File: src/design/cbrs_pkg.sv
// Package for the prefixed rotate/shift/bit unit: operation codes, flag layout,
// cycle charges and the rotate/shift function.
// No dependencies.
package cbrs_pkg;

    localparam int unsigned OperationWidth = 2;
    localparam int unsigned ByteWidth      = 8;
    localparam int unsigned IndexWidth     = 3;
    localparam int unsigned FlagWidth      = 4;
    localparam int unsigned CycleWidth     = 3;
    localparam int unsigned AddrWidth      = 16;
    localparam int unsigned RegCount       = 7;

    // Operation codes of an input word
    typedef enum logic [OperationWidth-1:0] {
        OP_EXEC        = 2'd0,
        OP_WRITE_REG   = 2'd1,
        OP_READ_REG    = 2'd2,
        OP_WRITE_FLAGS = 2'd3
    } t_operation;

    // Rotate/shift selections from opcode bits 5:3
    typedef enum logic [2:0] {
        SH_RLC  = 3'd0,
        SH_RRC  = 3'd1,
        SH_RL   = 3'd2,
        SH_RR   = 3'd3,
        SH_SLA  = 3'd4,
        SH_SRA  = 3'd5,
        SH_SWAP = 3'd6,
        SH_SRL  = 3'd7
    } t_shift_op;

    typedef logic [IndexWidth-1:0] t_slot;
    typedef logic [ByteWidth-1:0]  t_byte;
    typedef logic [FlagWidth-1:0]  t_flags;

    // Operand index that selects the byte at H:L
    localparam logic [IndexWidth-1:0] MEM_INDEX = 3'd6;
    // Operand index of A and the file slot it lives in
    localparam logic [IndexWidth-1:0] A_INDEX   = 3'd7;
    localparam t_slot                 SLOT_A    = 3'd6;
    localparam t_slot                 SLOT_H    = 3'd4;
    localparam t_slot                 SLOT_L    = 3'd5;

    // Flag bit positions
    localparam int unsigned FLAG_Z = 3;
    localparam int unsigned FLAG_N = 2;
    localparam int unsigned FLAG_H = 1;
    localparam int unsigned FLAG_C = 0;

    // Machine cycles charged
    localparam logic [CycleWidth-1:0] CYC_NONE = 3'd0;
    localparam logic [CycleWidth-1:0] CYC_REG  = 3'd2;
    localparam logic [CycleWidth-1:0] CYC_MEM  = 3'd4;

    // Rotate/shift/swap one byte; returns {carry out, result}
    function automatic logic [ByteWidth:0] shift_byte(input t_shift_op op, input t_byte v,
                                                      input logic c_in);
        logic [ByteWidth:0] res;
        case (op)
            SH_RLC:  res = {v[7], v[6:0], v[7]};
            SH_RRC:  res = {v[0], v[0], v[7:1]};
            SH_RL:   res = {v[7], v[6:0], c_in};
            SH_RR:   res = {v[0], c_in, v[7:1]};
            SH_SLA:  res = {v[7], v[6:0], 1'b0};
            SH_SRA:  res = {v[0], v[7], v[7:1]};
            SH_SWAP: res = {1'b0, v[3:0], v[7:4]};
            SH_SRL:  res = {v[0], 1'b0, v[7:1]};
            default: res = {v[0], 1'b0, v[7:1]};
        endcase
        return res;
    endfunction

endpackage

File: src/design/cb_rotate_shift_bit_unit.sv
// Prefixed rotate/shift/swap/BIT execution unit with its register file and flags.
// Depends on cbrs_pkg.
//
//  channel | direction | handshake                 | payload
//  in      | into unit | i_in_valid / o_in_stall   | operation, opcode, reg_index,
//          |           |                           | write_value, mem_value
//  out     | from unit | o_out_valid / i_out_stall | value, flags, store_req,
//          |           |                           | mem_address, cycles_added, handled
//
// One word a cycle while the output is not stalled: a word is held in the input
// register, the execute logic reads and updates the register file and flags, and
// the result is registered. Output stall holds the result register and, once the
// input register is also full, raises o_in_stall. Synchronous reset clears the
// register file, the flags and both valid bits.
module cb_rotate_shift_bit_unit (
    input  logic                                 i_clk,
    input  logic                                 i_rst_n,
    input  logic                                 i_in_valid,
    output logic                                 o_in_stall,
    input  logic [cbrs_pkg::OperationWidth-1:0]  i_operation,
    input  logic [cbrs_pkg::ByteWidth-1:0]       i_opcode,
    input  logic [cbrs_pkg::IndexWidth-1:0]      i_reg_index,
    input  logic [cbrs_pkg::ByteWidth-1:0]       i_write_value,
    input  logic [cbrs_pkg::ByteWidth-1:0]       i_mem_value,
    output logic                                 o_out_valid,
    input  logic                                 i_out_stall,
    output logic [cbrs_pkg::ByteWidth-1:0]       o_value,
    output logic [cbrs_pkg::FlagWidth-1:0]       o_flags,
    output logic                                 o_store_req,
    output logic [cbrs_pkg::AddrWidth-1:0]       o_mem_address,
    output logic [cbrs_pkg::CycleWidth-1:0]      o_cycles_added,
    output logic                                 o_handled
);
    import cbrs_pkg::*;

    // Input register
    logic                        r_in_valid;
    logic [OperationWidth-1:0]   r_operation;
    t_byte                       r_opcode;
    logic [IndexWidth-1:0]       r_reg_index;
    t_byte                       r_write_value;
    t_byte                       r_mem_value;

    // Architectural state
    t_byte                       r_regs [RegCount];
    t_flags                      r_flags;

    // Result register
    logic                        r_out_valid;
    t_byte                       r_value;
    t_flags                      r_res_flags;
    logic                        r_store_req;
    logic [AddrWidth-1:0]        r_mem_address;
    logic [CycleWidth-1:0]       r_cycles;
    logic                        r_handled;

    // Execute-stage next values
    t_byte                       n_value;
    t_flags                      n_flags;
    logic                        n_store_req;
    logic [CycleWidth-1:0]       n_cycles;
    logic                        n_handled;
    logic                        n_reg_we;
    t_slot                       n_reg_slot;
    t_byte                       n_reg_data;
    t_byte                       n_h;
    t_byte                       n_l;

    logic                        exec_go;
    logic                        in_take;

    // Advance the execute stage when the result register is free or draining
    assign exec_go    = r_in_valid && (!r_out_valid || !i_out_stall);
    assign o_in_stall = r_in_valid && !exec_go;
    assign in_take    = i_in_valid && !o_in_stall;

    // Map an operand index to a file slot; index 7 (A) maps to slot 6
    function automatic t_slot slot_of(input logic [IndexWidth-1:0] idx);
        return (idx == A_INDEX) ? SLOT_A : t_slot'(idx);
    endfunction

    // Execute one word against the register file and flags
    always_comb begin
        logic [IndexWidth-1:0] operand;
        logic [2:0]            field;
        logic                  is_reg;
        t_slot                 slot;
        t_byte                 src;
        logic [ByteWidth:0]    sh;

        operand = r_opcode[2:0];
        field   = r_opcode[5:3];
        is_reg  = (operand != MEM_INDEX);
        slot    = slot_of(operand);
        src     = is_reg ? r_regs[slot] : r_mem_value;
        sh      = shift_byte(t_shift_op'(field), src, r_flags[FLAG_C]);

        n_value     = '0;
        n_flags     = r_flags;
        n_store_req = 1'b0;
        n_cycles    = CYC_NONE;
        n_handled   = 1'b0;
        n_reg_we    = 1'b0;
        n_reg_slot  = slot;
        n_reg_data  = sh[ByteWidth-1:0];

        case (t_operation'(r_operation))
            OP_EXEC: begin
                if (!r_opcode[7] && !r_opcode[6]) begin
                    // rotate / shift / swap
                    n_value   = sh[ByteWidth-1:0];
                    n_flags   = '0;
                    n_flags[FLAG_Z] = (sh[ByteWidth-1:0] == '0);
                    n_flags[FLAG_C] = sh[ByteWidth];
                    n_handled = 1'b1;
                    if (is_reg) begin
                        n_reg_we = 1'b1;
                        n_cycles = CYC_REG;
                    end else begin
                        n_store_req = 1'b1;
                        n_cycles    = CYC_MEM;
                    end
                end else if (!r_opcode[7] && is_reg) begin
                    // BIT test; carry kept
                    n_value   = src;
                    n_flags[FLAG_Z] = !src[field];
                    n_flags[FLAG_N] = 1'b0;
                    n_flags[FLAG_H] = 1'b1;
                    n_cycles  = CYC_REG;
                    n_handled = 1'b1;
                end
            end
            OP_WRITE_REG: begin
                n_reg_slot = slot_of(r_reg_index);
                n_reg_data = r_write_value;
                if (r_reg_index != MEM_INDEX) begin
                    n_reg_we = 1'b1;
                    n_value  = r_write_value;
                end
            end
            OP_READ_REG: begin
                if (r_reg_index != MEM_INDEX) begin
                    n_value = r_regs[slot_of(r_reg_index)];
                end
            end
            OP_WRITE_FLAGS: begin
                n_flags = r_write_value[FlagWidth-1:0];
            end
            default: begin
                n_flags = r_flags;
            end
        endcase

        // H:L as it stands after this word
        n_h = (n_reg_we && n_reg_slot == SLOT_H) ? n_reg_data : r_regs[SLOT_H];
        n_l = (n_reg_we && n_reg_slot == SLOT_L) ? n_reg_data : r_regs[SLOT_L];
    end

    // Control state: valid bits, register file, flags
    always_ff @(posedge i_clk) begin
        if (!i_rst_n) begin
            r_in_valid  <= 1'b0;
            r_out_valid <= 1'b0;
            r_flags     <= '0;
            for (int i = 0; i < RegCount; i++) begin
                r_regs[i] <= '0;
            end
        end else begin
            if (in_take) begin
                r_in_valid <= 1'b1;
            end else if (exec_go) begin
                r_in_valid <= 1'b0;
            end
            if (exec_go) begin
                r_out_valid <= 1'b1;
                r_flags     <= n_flags;
                if (n_reg_we) begin
                    r_regs[n_reg_slot] <= n_reg_data;
                end
            end else if (!i_out_stall) begin
                r_out_valid <= 1'b0;
            end
        end
    end

    // Capture an accepted input word
    always_ff @(posedge i_clk) begin
        if (in_take) begin
            r_operation   <= i_operation;
            r_opcode      <= i_opcode;
            r_reg_index   <= i_reg_index;
            r_write_value <= i_write_value;
            r_mem_value   <= i_mem_value;
        end
    end

    // Load the result register
    always_ff @(posedge i_clk) begin
        if (exec_go) begin
            r_value       <= n_value;
            r_res_flags   <= n_flags;
            r_store_req   <= n_store_req;
            r_mem_address <= {n_h, n_l};
            r_cycles      <= n_cycles;
            r_handled     <= n_handled;
        end
    end

    assign o_out_valid    = r_out_valid;
    assign o_value        = r_value;
    assign o_flags        = r_res_flags;
    assign o_store_req    = r_store_req;
    assign o_mem_address  = r_mem_address;
    assign o_cycles_added = r_cycles;
    assign o_handled      = r_handled;

endmodule
File: config.mk
export PLATFORM = sky130hd
export DESIGN_NAME = cb_rotate_shift_bit_unit
export DESIGN_NICKNAME = d
export VERILOG_FILES = /design/src/design/cbrs_pkg.sv /design/src/design/cb_rotate_shift_bit_unit.sv
export SDC_FILE = /design/constraint.sdc
export NUM_CORES = 1
export LEC_CHECK = 0
export ABC_CLOCK_PERIOD_IN_PS = 2990
export BUFFER_PORTS_ARGS = -buffer_cell sky130_fd_sc_hd__buf_2
export CAP_MARGIN = 10
export CORE_UTILIZATION = 49
export CTS_CLUSTER_DIAMETER = 50
export CTS_CLUSTER_SIZE = 14
export DETAILED_ROUTE_END_ITERATION = 12
export PLACE_DENSITY_LB_ADDON = 0.25
export SYNTH_ARGS = -nofsm -noshare
export SYNTH_HDL_FRONTEND = slang
export SYNTH_SLANG_ARGS = --single-unit
File: constraint.sdc
create_clock -name i_clk -period 2.99 [get_ports i_clk]
set_input_delay 0.598 -clock i_clk [delete_from_list [all_inputs] [get_ports i_clk]]
set_output_delay 0.598 -clock i_clk [all_outputs]
set_load 0.005 [all_outputs]
==> metrics.md, run 1 <==
| Metric | Value |
|---|---|
| Outcome | finished, final reports clean |
| Tot Pwr | 4.63 mW |
| Slew headroom | 0.465 |
| HP Start | i_reg_index[0] |
| Seq/Total Area, Yosys | 0.530 |
| Cell taking the most area after synthesis | edfxtp_1 |
| Post-synth top area share | 0.487 |
| Clk_skew | 12.2 ps |
| WP buf/inv | 1 |
| Commonest cells after routing, fill and taps aside | edfxtp_1, buf_2, nor2_1 |
| Post-DP Area | 7370 um2 |
| I/O Pins | 68 |
| Core Util, Final | 0.606 |
| Via count | 5,218 |
| Htree depth | 4 |
| Buffers on Ports | 66 |
| Syn Area/Cell | 11.4 um2 |
| # rows | 42 |
| Setup violators final | 0 |
| Routed WL | 19.7 mm |
| Initial antenna violation count | 0 |
| Worst Path Arrival | 3040 ps |
| Drt first pass iters | 7 |
| Post-synth EDFFs | 108 |
| Clock slew at the register clock pins of the worst setup and hold paths | 50 ps |
| Vias per cell | 5.99 |
| Final Hold Vio Count | 0 |
| Clock Sinks | 122 |
| Syn nets | 619 |
| Crit Path Category | reg2reg |
| Gr usage total | 0.296 |
| Pleak | 3.16 nW |
| Clk Latency, worst-skew pair | 420 ps |
| Vias in the first global route | 4,998 |
| Crit path max-delay family | compound AO/OA/AOI/OAI gates |
| Max-slew violations | 0 |
| Core Region | 13,200 um2 |
| Cell chain of the critical path | buf_4 > mux2i_1 > a22o_1 > o21a_1 > a222oi_1 > nor4_1 > a31oi_1 > a221oi_2 |
| Fmax | 346 MHz |
| Crit path required time | 3140 ps |
| Grt total ovfl | 0 |
| Hold slack | 347 ps |
| Max stage delay on crit path | 750 ps |
| Synthesis Warnings | 0 |
| FF-to-FF Start | r_opcode[1] |
| Maximum vdd ir drop | 0.424 mV |
| Die ar. | 14,000 um2 |
| MaxCap Viol Count | 0 |
| Die Ht | 119 um |
| Starting Density | 0.502 |
| DRT iter0 DRCs | 563 |
| Crit path capture type | flop |
| DRC viols | 0 |
| ANT nets after route | 0 |
| Gate count after technology mapping | 582 |
| Pre-CTS WS | -108 ps |
| Synth Flop Type | edfxtp_1 |
| Die width | 119 um |
| Final worst slack | 101 ps |
| Netlist Area Pre-Place | 6650 um2 |
| CTS tree | built |
| Hold crit path type | in2reg |
| Dpl hpwl | 15.0 mm |
| Area growth syn-to-layout | 20.6% |
| Leading post-synthesis cells by cell area | edfxtp_1, mux2i_1, dfxtp_1 |
| Tmin final | 2890 ps |
| Yosys cell types | 62 |
| Max Buffers Root-to-Sink | 2 |
| First-pass GRT wire length | 30.0 mm |
| Crit start category | flop |
| Worst-Margin Slew | 802 ps |
| Crit-path max FO | 9 |
| Tcrit/Tclk final | 0.966 |
| Slowest stage cell, crit path | a222oi_1 |
| Power Density | 577 nW/um2 |
| Diodes inserted | 0 |
| CTS buffer count | 17 |
| Ys async rst share | 0 |
| Hold-fix buffers, CTS | 0 |
| Most common cell after layout, fill and taps aside | edfxtp_1 |
| Routed WL per cell | 22.7 um |
| Final instance area | 8020 um2 |
| Clock root buffer | clkbuf_16 |
| Nets@finish | 719 |
| CP startpoint | r_opcode[1] |
| Share of post-route cells with drive strength above 1 | 0.295 |
| #FFs+latches synth | 122 |
| Largest net degree at the start of global routing | 30 |
| Placer Congestion | 0.922 |
[layout make-up]
type / instances / area, um2
Timing Repair Buffer: 116 / 731
Fill cell: 1135 / 5220
Clock buffer: 23 / 468
Clock inverter: 9 / 123
Sequential cell: 122 / 3520
Inverter: 26 / 97.6
Tap cell: 176 / 220
Multi-Input combinational cell: 399 / 2860
[cell usage after synthesis, types with 8 or more instances]
library cell	n
inv_1	25
nand2_1	52
dfxtp_1	14
and2_1	9
edfxtp_1	108
nand3_1	12
mux2_2	21
nor2_1	64
clkbuf_1	17
o21a_1	10
nand2b_1	10
mux2i_1	40
a221oi_1	10
o21ai_0	33
a21oi_1	21
nor3_1	8
mux4_2	9
a22oi_1	13
[final timing paths]
check	to	slack, ps	depth (start not counted)
setup / recovery	o_flags[3]	100	8
hold reg to reg	r_flags[1]	500	2
setup reg to reg	o_flags[3]	100	8
hold / removal	r_reg_index[0]	350	1
[per-stage QoR]
step	cells	setup TNS (ps)
after global placement	834	-83.5
final	871	0
after detailed placement	834	-108
after floorplan	582	0
after CTS	866	0
after global routing	871	-2.02
[registers in the layout (all words and copies together) (netlist names)]
name and count:
o_cycles_added 1, r_mem_value 8, r_opcode 8, r_reg_index 3
r_write_value 8, r_operation 2, o_mem_address 16, o_store_req 1
r_in_valid 1, r_flags 4, o_flags 4, o_out_valid 1
r_regs 56, o_handled 1, o_value 8
[routing by layer]
layer	track usage	routed length [um]
met5	0	0
met4	0.142	699
met3	0.0801	1690
met2	0.424	8720
met1	0.416	8630
[report_power, final]
group	total [mW]	leakage, nW	switching [mW]	internal, mW
clock	2.05	0.292	0.706	1.34
combinational	0.569	1.68	0.334	0.236
sequential	2.01	1.19	0.0659	1.94
[timing repair]
item,CTS,global route
setup endpoints to repair,1,24
buffers inserted,0,5
pin swaps,0,1
resized for setup,1,6
[cell families (layout without fill, tap and decap cells)]
group / count (synthesis) / in the layout / synth area share
adders and majority gates: 4 / 4 / 0.00752
other: 1 / 1 / 0.000564
buffers and inverters: 61 / 174 / 0.0449
AOI/OAI and AO/OA: 141 / 141 / 0.160
DFF: 122 / 122 / 0.530
muxes: 75 / 75 / 0.136
and+or+nand+nor: 178 / 178 / 0.121
Note: power is estimated with default switching activity, not from simulation.
==> run 2, diff against run 1 <==
Settings changed: BUFFER_PORTS_ARGS -buffer_cell sky130_fd_sc_hd__buf_2 to -buffer_cell sky130_fd_sc_hd__buf_4.
==> run 2 against run 1 <==
Compared with the run above: first-iteration DRC count increased by 20%; non-clock buffer count decreased by 2; via count decreased by 1.2%; utilization increased by 2.0 points; setup slack got worse by 3.1 ps; hold slack got worse by 0.98 ps.
==> metrics.md, run 2 (synthesis results as in run 1) <==
| Metric | Value |
|---|---|
| # rows | 42 (unchanged) |
| Dpl hpwl | 14.5 mm (-3.1%) |
| RSZ-0062 raised after global routing | yes |
| Final Hold Vio Count | 0 (unchanged) |
| Vias in the first global route | 5,050 (+1.0%) |
| Top reg by flops | r_regs |
| Clk_skew | 15.8 ps (+3.61 ps) |
| Placer Congestion | 0.982 (+6.6%) |
| Htree depth | 4 (unchanged) |
| Clock slew at the register clock pins of the worst setup and hold paths | 60 ps (about the same) |
| Max-slew violations | 0 (unchanged) |
| Crit path capture type | flop |
| Worst Path Arrival | 3140 ps (+100 ps) |
| Core Region | 13,200 um2 (unchanged) |
| Core Util, Final | 0.625 (+0.0196) |
| Max Buffers Root-to-Sink | 2 (unchanged) |
| Die width | 119 um (unchanged) |
| Routed WL per cell | 22.0 um (-3.1%) |
| Drt first pass iters | 5 (-2) |
| Hold Path End | r_opcode[6] |
| Tcrit/Tclk final | 0.967 (+0.00104) |
| Fmax | 346 MHz (-0.11%) |
| Die ar. | 14,000 um2 (unchanged) |
| HP Start | i_opcode[6] |
| Multi-input logic area | 2850 um2 (-0.26%) |
| Clock root buffer | clkbuf_16 |
| CP most frequent cell | buf_4 |
| CTS buffer count | 17 (unchanged) |
| Most common cell after layout, fill and taps aside | buf_4 |
| Hold crit path type | in2reg |
| Gr usage total | 0.285 (-0.0111) |
| I/O Pins | 68 (unchanged) |
| ANT nets after route | 0 (unchanged) |
| Worst Hold Depth | 1 (unchanged) |
| DRT iter0 DRCs | 673 (+20%) |
| Starting Density | 0.502 (unchanged) |
| MaxCap Viol Count | 0 (unchanged) |
| Post-DP Area | 7500 um2 (+1.9%) |
| Crit Path Category | reg2reg |
| CTS tree | built |
| Die Ht | 119 um (unchanged) |
| Slew headroom | 0.529 (+0.0638) |
| Seq. cell area | 3520 um2 (unchanged) |
| Hold slack | 346 ps (-0.981 ps) |
| First-pass GRT wire length | 29.0 mm (-3.6%) |
| Crit start category | flop |
| Cell count of the worst reg-to-reg path | 10 (+2) |
| Setup violators final | 0 (unchanged) |
| Vias per cell | 5.93 (-0.98%) |
| Maximum vdd ir drop | 0.507 mV (+20%) |
| Routed WL | 19.1 mm (-3.4%) |
| Diodes inserted | 0 (unchanged) |
| Outcome | finished, final reports clean |
| Tmin final | 2890 ps (+3.12 ps) |
| Clk Latency, worst-skew pair | 430 ps (about the same) |
| FILL cells | 1,086 (-4.3%) |
| Crit-path max FO | 6 (-3) |
| Share of post-route cells with drive strength above 1 | 0.297 (+0.00229) |
| FF-to-FF Start | r_opcode[2] |
| Pleak | 3.25 nW (+2.8%) |
| Nets@finish | 717 (-0.28%) |
| Buffers on Ports | 66 (unchanged) |
| Commonest cells after routing, fill and taps aside | buf_4, edfxtp_1, nor2_1 |
| Flop-to-flop setup slack | 100 ps (about the same) |
| Clock Sinks | 122 (unchanged) |
| Grt total ovfl | 0 (unchanged) |
| Tot Pwr | 5.02 mW (+8.4%) |
| WP buf/inv | 3 (+2) |
| Via count | 5,155 (-1.2%) |
| Crit path required time | 3240 ps (+100 ps) |
| DRC viols | 0 (unchanged) |
| Hold-fix buffers, CTS | 0 (unchanged) |
| Worst-Margin Slew | 707 ps (-95.7 ps) |
| Critical R2R Capture | o_flags[3] |
| Final instance area | 8280 um2 (+3.2%) |
| Largest net degree at the start of global routing | 30 (unchanged) |
| Area growth syn-to-layout | 24.5% |
| Power Density | 606 nW/um2 (+5.0%) |
| Cell chain of the critical path | clkbuf_2 > buf_4 > mux2_4 > a221o_1 > a22oi_2 > a222oi_1 > buf_4 > nor4_1 > a31oi_1 > a221oi_2 |
| Largest register FFs | 56 (unchanged) |
| Slowest stage cell, crit path | edfxtp_1 |
| Crit path max-delay family | compound AO/OA/AOI/OAI gates |
| CP startpoint | r_opcode[2] |
| Initial antenna violation count | 0 (unchanged) |
| Max stage delay on crit path | 500 ps (-250 ps) |
[run 2: cell count changes in the layout (fill, tap and decap cells not counted), moves of 2 or more]
cell | before | now
a22oi_1 | 10 | 12
a22oi_2 | 6 | 4
buf_2 | 66 | 0
buf_4 | 48 | 111
bufinv_16 | 3 | 7
clkbuf_1 | 4 | 1
clkinv_2 | 4 | 1
clkinvlp_4 | 0 | 2
[run 2: layout make-up]
cell class                 instances  area share
timing repair buffer             114       0.106
clock inverter                    11      0.0289
clock buffer                      21      0.0568
inverter                          26      0.0118
multi-input combinational        399       0.345
tap                              176      0.0266
sequential                       122       0.425
[run 2: how the worst max path moves through the flow]
| stage | endpoint | slack [ps] | depth (start not counted) |
|---|---|---|---|
| floorplan | r_regs[4][0] | 60 | 5 |
| global placement | o_mem_address[12] | 60 | 7 |
| detailed placement | o_flags[3] | 70 | 8 |
| CTS | o_mem_address[12] | 60 | 7 |
| global route | o_flags[3] | -60 | 10 |
| finish | o_flags[3] | 100 | 10 |
[run 2: per-stage QoR]
stage,cells,TNS (ps),setup WS (ps)
after floorplan,582,0,55.8
after global placement,832,0,58.3
after detailed placement,832,0,65.4
after CTS,864,0,57.4
after global routing,869,-63.8,-55.0
final,869,0,97.8
[run 2: metal layers]
layer,track usage,wire [um],vias up
met1,0.383,8330,2514
met3,0.0772,1440,37
met2,0.438,8810,223
li1,-,-,2381
met5,0,0,-
met4,0.113,501,0
[run 2: where the power goes]
group	leakage, nW	internal, mW	switching (mW)
clock	0.340	1.71	0.722
sequential	1.19	1.94	0.0696
combinational	1.72	0.255	0.317
[run 2: repair_timing]
action,in CTS,in global routing
gates resized for setup,0,6
buffers inserted,0,5
endpoints found under the setup margin,0,40
